[config.mk]
export PLATFORM = sky130hd
export DESIGN_NAME = lcsld_cell
export DESIGN_NICKNAME = d
export VERILOG_FILES = /design/src/hdl/lcsld_pkg.sv /design/src/hdl/lcsld_cell.sv
export SDC_FILE = /design/constraint.sdc
export NUM_CORES = 1
export LEC_CHECK = 0
export BUFFER_PORTS_ARGS = -buffer_cell sky130_fd_sc_hd__buf_2
export CORE_UTILIZATION = 40
export DETAILED_ROUTE_END_ITERATION = 10
export GPL_ROUTABILITY_DRIVEN = 1
export HOLD_SLACK_MARGIN = 0.02
export PLACE_DENSITY = 0.67
export RECOVER_POWER = 50
export SLEW_MARGIN = 10
export SYNTH_ARGS = -nofsm -noshare
export SYNTH_HDL_FRONTEND = slang
export SYNTH_SLANG_ARGS = --single-unit
export TNS_END_PERCENT = 1
[constraint.sdc]
create_clock -name clk -period 3.8 [get_ports clk]
set_input_delay 0.57 -clock clk [delete_from_list [all_inputs] [get_ports clk]]
set_output_delay 0.57 -clock clk [all_outputs]
set_load 0.02 [all_outputs]
[src/hdl/lcsld_pkg.sv]
// ----------------------------------------------------------------------------
// lcsld_pkg
// Shared sizes, codes and types of the line diff core and its cells.
// ----------------------------------------------------------------------------
`timescale 1ns / 1ps
`default_nettype none

package lcsld_pkg;

  localparam int MAX_LINES  = 32;
  localparam int TOKEN_BITS = 32;
  localparam int LINE_W     = (MAX_LINES > 1) ? $clog2(MAX_LINES) : 1;
  localparam int CNT_W      = $clog2(MAX_LINES + 1);
  localparam int SCORE_W    = CNT_W;
  localparam int STK_DEPTH  = 2 * MAX_LINES;
  localparam int STK_W      = $clog2(STK_DEPTH);
  localparam int SP_W       = $clog2(STK_DEPTH + 1);
  localparam int FILL_W     = CNT_W + 1;

  typedef enum logic [1:0] {
    OP_LOAD_OLD = 2'd0,
    OP_LOAD_NEW = 2'd1,
    OP_RUN      = 2'd2
  } op_t;

  typedef enum logic [1:0] {
    KIND_SAME = 2'd0,
    KIND_ADD  = 2'd1,
    KIND_DEL  = 2'd2
  } kind_t;

  typedef struct packed {
    logic                  valid;
    logic [LINE_W-1:0]     row;
    logic [TOKEN_BITS-1:0] tok;
    logic [SCORE_W-1:0]    score;
    logic [SCORE_W-1:0]    diag;
  } link_t;

  typedef struct packed {
    logic eq;
    logic add;
  } dir_t;

endpackage

`default_nettype wire

[src/hdl/lcsld_cell.sv]
// ----------------------------------------------------------------------------
// lcsld_cell
// One column of the score wavefront: holds a new-side token and its column
// score, records the backtrack direction of every row it sees.
// ----------------------------------------------------------------------------
`timescale 1ns / 1ps
`default_nettype none

module lcsld_cell import lcsld_pkg::*; (
  input  wire logic                  clk,
  input  wire logic                  rst,
  input  wire logic                  clr,
  input  wire logic                  load_en,
  input  wire logic [TOKEN_BITS-1:0] load_tok,
  input  wire link_t                 link_in,
  input  wire logic [LINE_W-1:0]     rd_row,
  output link_t                      link_out,
  output logic [TOKEN_BITS-1:0]      my_tok,
  output dir_t                       rd_dir
);

  logic [SCORE_W-1:0] col_score;
  logic [SCORE_W-1:0] score_next;
  dir_t               dir_next;
  dir_t               col_mem [MAX_LINES];

  always_comb begin
    dir_next.eq  = (link_in.tok == my_tok);
    dir_next.add = (link_in.score >= col_score);
    if (dir_next.eq) begin
      score_next = SCORE_W'(link_in.diag + 1'b1);
    end else if (dir_next.add) begin
      score_next = link_in.score;
    end else begin
      score_next = col_score;
    end
  end

  always_ff @(posedge clk) begin
    if (rst) begin
      link_out.valid <= 1'b0;
    end else begin
      link_out.valid <= link_in.valid;
    end
    link_out.row   <= link_in.row;
    link_out.tok   <= link_in.tok;
    link_out.score <= score_next;
    link_out.diag  <= col_score;
    if (load_en) begin
      my_tok <= load_tok;
    end
    if (clr) begin
      col_score <= '0;
    end else if (link_in.valid) begin
      col_score <= score_next;
    end
    if (link_in.valid) begin
      col_mem[link_in.row] <= dir_next;
    end
    rd_dir <= col_mem[rd_row];
  end

endmodule

`default_nettype wire

* Word-level counts from Yosys, hierarchy flattened
Memory sizes are Yosys's and may differ from the RTL's. A register that Yosys moved wholly into a read port is not among the register bits.
Cells that the tools add are included.
** Word-level totals
- Register bits :: 88
- RAM bits :: 64
- Output and inout bits :: 84
- Word-level logic and storage cells :: 15
- Memories :: 1
** Operators by class
- $add $sub $neg :: 1
- $lt $le $gt $ge :: 1
- Equality and inequality tests :: 1
- Mux-type cells :: 4
** Memories
- col_mem :: words 32, bits a word 2, read ports 1, clocked after memory_dff 1, wr ports 1, RTL line lcsld_cell.sv:25 : dir_t col_mem [MAX_LINES];
** Operators with widths (number)
- equality test 32 bit :: 1
- two-way mux 6 bit :: 2
- adder 6 x 1 -> 6 bit (second input constant) :: 1
- greater-or-equal comparator 6 bit :: 1
- two-way mux 1 bit :: 2

* Logic depth before layout (Yosys ltp)
Gate-level depths: netlist of the first run.
- Depth after elaboration :: 3
- Depth in mapped cells :: 9

* Worst setup path before layout of the first run
Ideal clock, no wire load.
- Kind :: input-to-reg
- Start :: input port link_in[6] (netlist name)
- End :: register col_score[2]
- Library setup time :: 0.125 ns
- Data arrival time :: 2.447 ns
- Data required time :: 3.675 ns
- Setup slack :: 1.228 ns
- Cell stages on the path :: 9
- Path buffers :: 1
- Cell sequence :: inv_1 > ha_1 > nand2b_1 > a21oi_1 > o221ai_1 > clkbuf_1 > nor2_1 > mux2i_1 > a31oi_1
** RTL lines
- start, declared :: RTL line lcsld_cell.sv:15 : input wire link_t link_in,
- end signal, assigned :: RTL line lcsld_cell.sv:55 : col_score <= score_next;
- end, declared :: RTL line lcsld_cell.sv:22 : logic [SCORE_W-1:0] col_score;

* Final worst setup path of the first run
- Start :: register col_score[5]
- End :: register col_score[1]
** Between the ends
- Cells in the longest elaborated chain, start to end :: 3
** Ends and longest elaborated chain
- greater-or-equal comparator 6 bit :: RTL line lcsld_cell.sv:29 : dir_next.add = (link_in.score >= col_score);
- two-way mux 6 bit :: RTL line lcsld_cell.sv:32 : end else if (dir_next.add) begin
- two-way mux 6 bit :: RTL line lcsld_cell.sv:30 : if (dir_next.eq) begin
Every way passes these cells.
A chain may end at the register's enable or synchronous reset.

==> results of run 1 <==
-- cell usage in the layout (no fill, tap or decap), types with 2 or more instances in the layout --
cell type / netlist / layout
mux4_1: 5 / 5
clkbuf_16: 0 / 17
inv_1: 9 / 9
buf_2: 0 / 124
clkinv_1: 0 / 3
mux2_2: 3 / 3
mux2i_1: 7 / 7
mux4_2: 15 / 15
a31oi_1: 4 / 4
a21oi_1: 11 / 11
clkinv_2: 0 / 2
dfxtp_1: 58 / 58
nor4_2: 2 / 2
xnor2_1: 33 / 33
o21ai_0: 5 / 5
xor2_1: 3 / 3
and2_1: 2 / 2
nand4_1: 9 / 9
bufinv_16: 0 / 5
a32oi_1: 2 / 2
buf_4: 0 / 3
nand3b_1: 5 / 5
nand3_1: 9 / 9
ha_1: 7 / 7
edfxtp_1: 96 / 96
and3_1: 3 / 3
or3_1: 3 / 3
clkbuf_1: 6 / 51
nand2_1: 8 / 8
clkinv_4: 0 / 2
nor2_1: 45 / 45
-- power groups by stage --
| stage | Sequential, uW | Clock [uW] | Combinational, uW |
|---|---|---|---|
| 2_1_floorplan | 2010 | 0 | 140 |
| 3_5_place_dp | 1930 | 0 | 401 |
| 5_1_grt | 1910 | 1890 | 422 |
| 4_1_cts | 1900 | 1840 | 402 |
| 6_report | 1900 | 1820 | 389 |
| 3_3_place_gp | 1930 | 0 | 397 |
-- layer usage --
metal  up-vias  GRT usage  routed length, um
met5         -          0                  0
met4         0     0.0756                214
met3        21     0.0573                899
met2       144      0.295               6370
met1      1763      0.200               4950
li1       1703          -                  -
-- critical path, stage by stage (launching register included) --
cell and delay, ns:
dfxtp_1 0.37, inv_1 0.07, ha_1 0.31, nand4_1 0.11, o221ai_2 0.69, buf_4 0.41
nor2_1 0.08, o21ai_0 0.18, a21oi_1 0.08
-- per-stage QoR --
stage               hold slack [ns]  std cells  area [um2]  utilization
finish                        0.293        736        7320        0.529
global route                  0.290        736        7320        0.529
CTS                           0.257        736        7380        0.534
detailed placement            0.343        704        6740        0.487
global placement              0.355        704        6740        0.487
floorplan                     0.331        356        5670            -
-- final cells by class --
type	instances	area, um2
Clock buffer	19	443
Clock inverter	13	198
Fill cell	1166	6510
Inverter	9	33.8
Multi-Input combinational cell	184	1540
Sequential cell	154	4040
Tap cell	180	225
Timing Repair Buffer	177	831
-- final timing paths --
check	end	slack, ns	cells after the start
max reg2reg	col_score[1]$_SDFFE_PP0P_	1.37	8
min	link_out[22]$_DFF_P_	0.29	1
min reg2reg	link_out[1]$_DFF_P_	0.36	0
max	col_score[1]$_SDFFE_PP0P_	1.37	8
-- state kept, by name, summed over array words and instances (netlist names) --
| signal | count |
|---|---|
| rd_dir | 2 |
| col_score | 6 |
| col_mem | 64 |
| my_tok | 32 |
| link_out | 50 |
-- logic make-up (layout without fill, tap and decap cells) --
logic type	Yosys count	in the layout	synth area share
flip-flops	154	154	0.714
AND/OR/NAND/NOR	88	88	0.0755
XOR/XNOR	36	36	0.0557
multiplexers	30	30	0.101
AO/OA/AOI/OAI	23	23	0.0232
buffers and inverters	18	218	0.0152
adder cells (fa/ha/maj)	7	7	0.0155
==> flow_summary_export.csv, run 1 <==
group,metric,value,unit
status,outcome,"finished, violations left",
status,violations,"max-capacitance violations, max-slew violations",
power,pwr-share-clk,0.442,
drt,route.detailed.drc,0,
synth,ys_top_cells_by_count,"edfxtp_1, dfxtp_1, nor2_1",
timing,slew_headroom,-0.187,
drt,drt.antenna.violating_nets,0,
place,io_buffers,174,
power,p_per_area,561,nW/um2
timing,finalSetupViolations,0,
timing,finalClockSkew,0.0148,ns
drt,wirelength,12.4,mm
global_route,grt_pass1_vias,3773,
power,p_switching,916,uW
clock_tree,cts_setup_buffers,0,
synth,syn_area,5670,um2
drt,viasPerCell,4.93,
setup_path,crit_start,"col_score[5]$_SDFFE_PP0P_",
power,leakagePower,0.00288,uW
floorplan,row_count,43,
setup_path,worstPathArrival,2.73,ns
drt,via_count,3631,
synth,yosys-top-cells-area,"edfxtp_1, dfxtp_1, mux4_2",
place,pre_cts_slack,1.04,ns
clock_tree,cts_resized,0,
global_route,overflow,0,
global_route,antenna_found_initial,0,
synth,netlist.area_leader.share,0.509,
timing,fin_crit_sh,0.641,
power,p_int,3190,uW
floorplan,io_pins,175,
synth,yosysUniqueCellTypes,30,
synth,syn_avg_cell_area,15.9,um2
hold_path,hp-class,"input port to flop",
timing,hold_viol,0,
power,pwr-share-comb,0.095,
setup_path,crit_path_start_kind,"flop",
setup_path,crit_type,"flop to flop",
finish,diodes,0,
timing,drv_slew,33,
synth,yosys_warnings,0,
clock_tree,cts_hold_buffers,0,
global_route,grt_max_degree,34,
power,irDropWorstVdd,0.417,mV
synth,synth_edf_count,96,
finish,syn_to_final_growth,29.1,%
floorplan,die_width,121,um
clock_tree,cts.sinks,154,
floorplan,core,13800,um2
place,dp_hpwl,9.06,mm
synth,syn_inst,356,
timing,rsz0062_at_grt,"no",
synth,synth_area_leader_cell,"edfxtp_1",
synth,postSynthNetCount,454,
power,power.total,4100,uW
synth,yosysSeqAreaShare,0.714,
clock_tree,cts_buffer_depth,2,
setup_path,endpoint_kind,"flop",
clock_tree,root_buffer,"clkbuf_16",
job,cap_violations,1,
power,swShare,0.223,
hold_path,min_from,"link_in[22]",
clock_tree,htreeDepth,4,
finish,drive_gt1_frac,0.318,
floorplan,die_y,121,um
floorplan,start_util,0.410,
drt,drtPass1Iterations,4,
timing,fin_crit,2.43,ns
setup_path,critPathRequiredTime,4.10,ns
finish,layout.nets,641,
setup_path,r2r_start,"col_score[5]$_SDFFE_PP0P_",
clock_tree,clkTransAtPathRegs,0.06,ns
drt,drtIter0Drc,194,
drt,wire_per_inst,16.9,um
place,globalplace.congestion,0.867,
synth,synthFlopType,"edfxtp_1",
synth,async_flop_share,0,
clock_tree,cts_made_buffers,17,
global_route,gr-usage-all-layers,0.174,
setup_path,critical_path.max_fanout,26,
clock_tree,cts_tree,"yes",
timing,worst_pin_slew,1.78,ns
global_route,grt_pass1_wl,18.8,mm
clock_tree,clk_latency,0.42,ns
synth,ys_seq_elements,154,
timing,fin_tns_setup,0,ns
synth,synth.most_common_cell,"edfxtp_1",
floorplan,die_area,14600,um2
timing,setup_ws,1.37,ns
power,power_frac_seq,0.463,
timing,fmax,411,MHz
Power figures use the tool's default switching activity.
==> run 2, diff against run 1 <==
==> constraint.sdc (replaced) <==
create_clock -name clk -period 2.5 [get_ports clk]
set_input_delay 0.375 -clock clk [delete_from_list [all_inputs] [get_ports clk]]
set_output_delay 0.375 -clock clk [all_outputs]
set_load 0.02 [all_outputs]
==> flow_summary_export.csv, run 2 (synthesized netlist as in run 1, its figures left out) <==
group,metric,value,unit
status,outcome,"finished, violations left",
status,violations,"max-capacitance violations, max-slew violations",
setup_path,critical-path-max-stage-delay,0.55,ns
clock_tree,cts_tree,"yes",
setup_path,crit_path_start_kind,"flop",
floorplan,die_width,121,um
setup_path,crit_chain,"inv_1 -> ha_1 -> nand4_1 -> o221ai_2 -> and2_1 -> nand3_1 -> a31oi_1",
finish,regArea,4040,um2
floorplan,die_area,14600,um2
setup_path,crit_buf_inv,1,
setup_path,crit_type,"flop to flop",
global_route,grt_max_degree,34,
clock_tree,cts_resized,0,
drt,drtIter0Drc,257,
timing,slew_headroom,-0.151,
global_route,overflow,0,
timing,fin_crit,2.08,ns
setup_path,slowest_stage,"o221ai_2",
drt,drt.antenna.violating_nets,0,
setup_path,critPathRequiredTime,2.84,ns
floorplan,io_pins,175,
finish,nFillCells,1152,
clock_tree,cts_setup_buffers,0,
power,irDropWorstVdd,0.518,mV
clock_tree,cts.sinks,154,
clock_tree,clkTransAtPathRegs,0.06,ns
finish,drive_gt1_frac,0.326,
clock_tree,cts_made_buffers,17,
finish,layout.nets,643,
drt,wirelength,12.4,mm
setup_path,endpoint_kind,"flop",
finish,diodes,0,
global_route,gr-usage-all-layers,0.176,
clock_tree,cts_buffer_depth,2,
setup_path,critical_path.max_fanout,17,
timing,fmax,481,MHz
finish,max_flop_register,"col_mem",
place,dp_hpwl,9.11,mm
global_route,antenna_found_initial,0,
floorplan,die_y,121,um
clock_tree,root_buffer,"clkbuf_16",
floorplan,row_count,43,
setup_path,worstPathArrival,2.42,ns
timing,fin_crit_sh,0.832,
floorplan,core,13800,um2
hold_path,hp-class,"input port to flop",
global_route,grt_pass1_vias,3670,
floorplan,start_util,0.410,
clock_tree,htreeDepth,4,
finish,final_cell_mix,"buf_2, edfxtp_1, dfxtp_1",
timing,finalClockSkew,0.00712,ns
job,cap_violations,1,
place,io_buffers,174,
setup_path,crit_family,"compound AO/OA/AOI/OAI gates",
drt,route.detailed.drc,0,
timing,hold_viol,0,
finish,syn_to_final_growth,29.5,%
drt,drtPass1Iterations,4,
drt,wire_per_inst,16.8,um
timing,worst_pin_slew,1.73,ns
clock_tree,cts_hold_buffers,0,
drt,via_count,3596,
finish,mostFrequentLayoutCell,"buf_2",
global_route,grt_pass1_wl,18.8,mm
drt,viasPerCell,4.87,
finish,finalInstanceArea,7340,um2
timing,finalSetupViolations,0,
timing,fin_tns_setup,0,ns
finish,largest_reg_flops,64,
finish,reg_top3,"col_mem: 64 flops, link_out: 50 flops, my_tok: 32 flops",
place,placed_area,6780,um2
timing,rsz0062_at_grt,"no",
finish,multi_input_area,1540,um2
power,leakagePower,0.00290,uW
clock_tree,clk_latency,0.42,ns
timing,drv_slew,33,
power,p_per_area,831,nW/um2
place,globalplace.congestion,0.836,
## run 2: cell types whose count changed in the layout (fill, tap and decap cells not counted)
| cell | change |
|---|---|
| buf_12 | +2 |
| buf_2 | +1 |
| bufinv_16 | -3 |
| clkbuf_1 | -1 |
| clkbuf_16 | +2 |
| clkinv_1 | -2 |
| clkinv_2 | -1 |
| clkinv_4 | +2 |
| inv_6 | +2 |
## run 2: cell type report
class / count / area share
clock buffer: 21 / 0.0672
clock inverter: 11 / 0.0177
inverter: 9 / 0.00460
multi-input combinational: 184 / 0.210
sequential: 154 / 0.551
tap: 180 / 0.0307
timing repair buffer: 179 / 0.119
## run 2: final timing paths
check | start | to | slack (ns) | cells past startpoint
setup / recovery | col_score[5]$_SDFFE_PP0P_ | col_score[4]$_SDFFE_PP0P_ | 0.42 | 7
hold / removal | link_in[13] | link_out[13]$_DFF_P_ | 0.08 | 1
setup reg to reg | col_score[5]$_SDFFE_PP0P_ | col_score[4]$_SDFFE_PP0P_ | 0.42 | 7
hold reg to reg | col_score[1]$_SDFFE_PP0P_ | link_out[1]$_DFF_P_ | 0.35 | 0
## run 2: stage by stage
step / utilization / worst slack (ns) / power (uW) / std cells / hold WS, ns
floorplan: - / 0.123 / 3270 / 356 / 0.331
global placement: 0.490 / 0.403 / 3540 / 706 / 0.349
detailed placement: 0.490 / 0.366 / 3550 / 706 / 0.339
CTS: 0.535 / 0.433 / 6170 / 738 / 0.0592
global route: 0.531 / 0.238 / 6320 / 738 / 0.0545
finish: 0.531 / 0.420 / 6100 / 738 / 0.0806
## run 2: report_power, final
group | total, uW | switching [uW] | internal (uW)
sequential | 2890 | 54.3 | 2830
combinational | 594 | 367 | 227
clock | 2620 | 992 | 1630
## run 2: layer usage
layer | routed length [um] | GRT usage
met4 | 73 | 0.0509
met5 | 0 | 0
met3 | 1020 | 0.0728
met2 | 6720 | 0.308
met1 | 4600 | 0.194
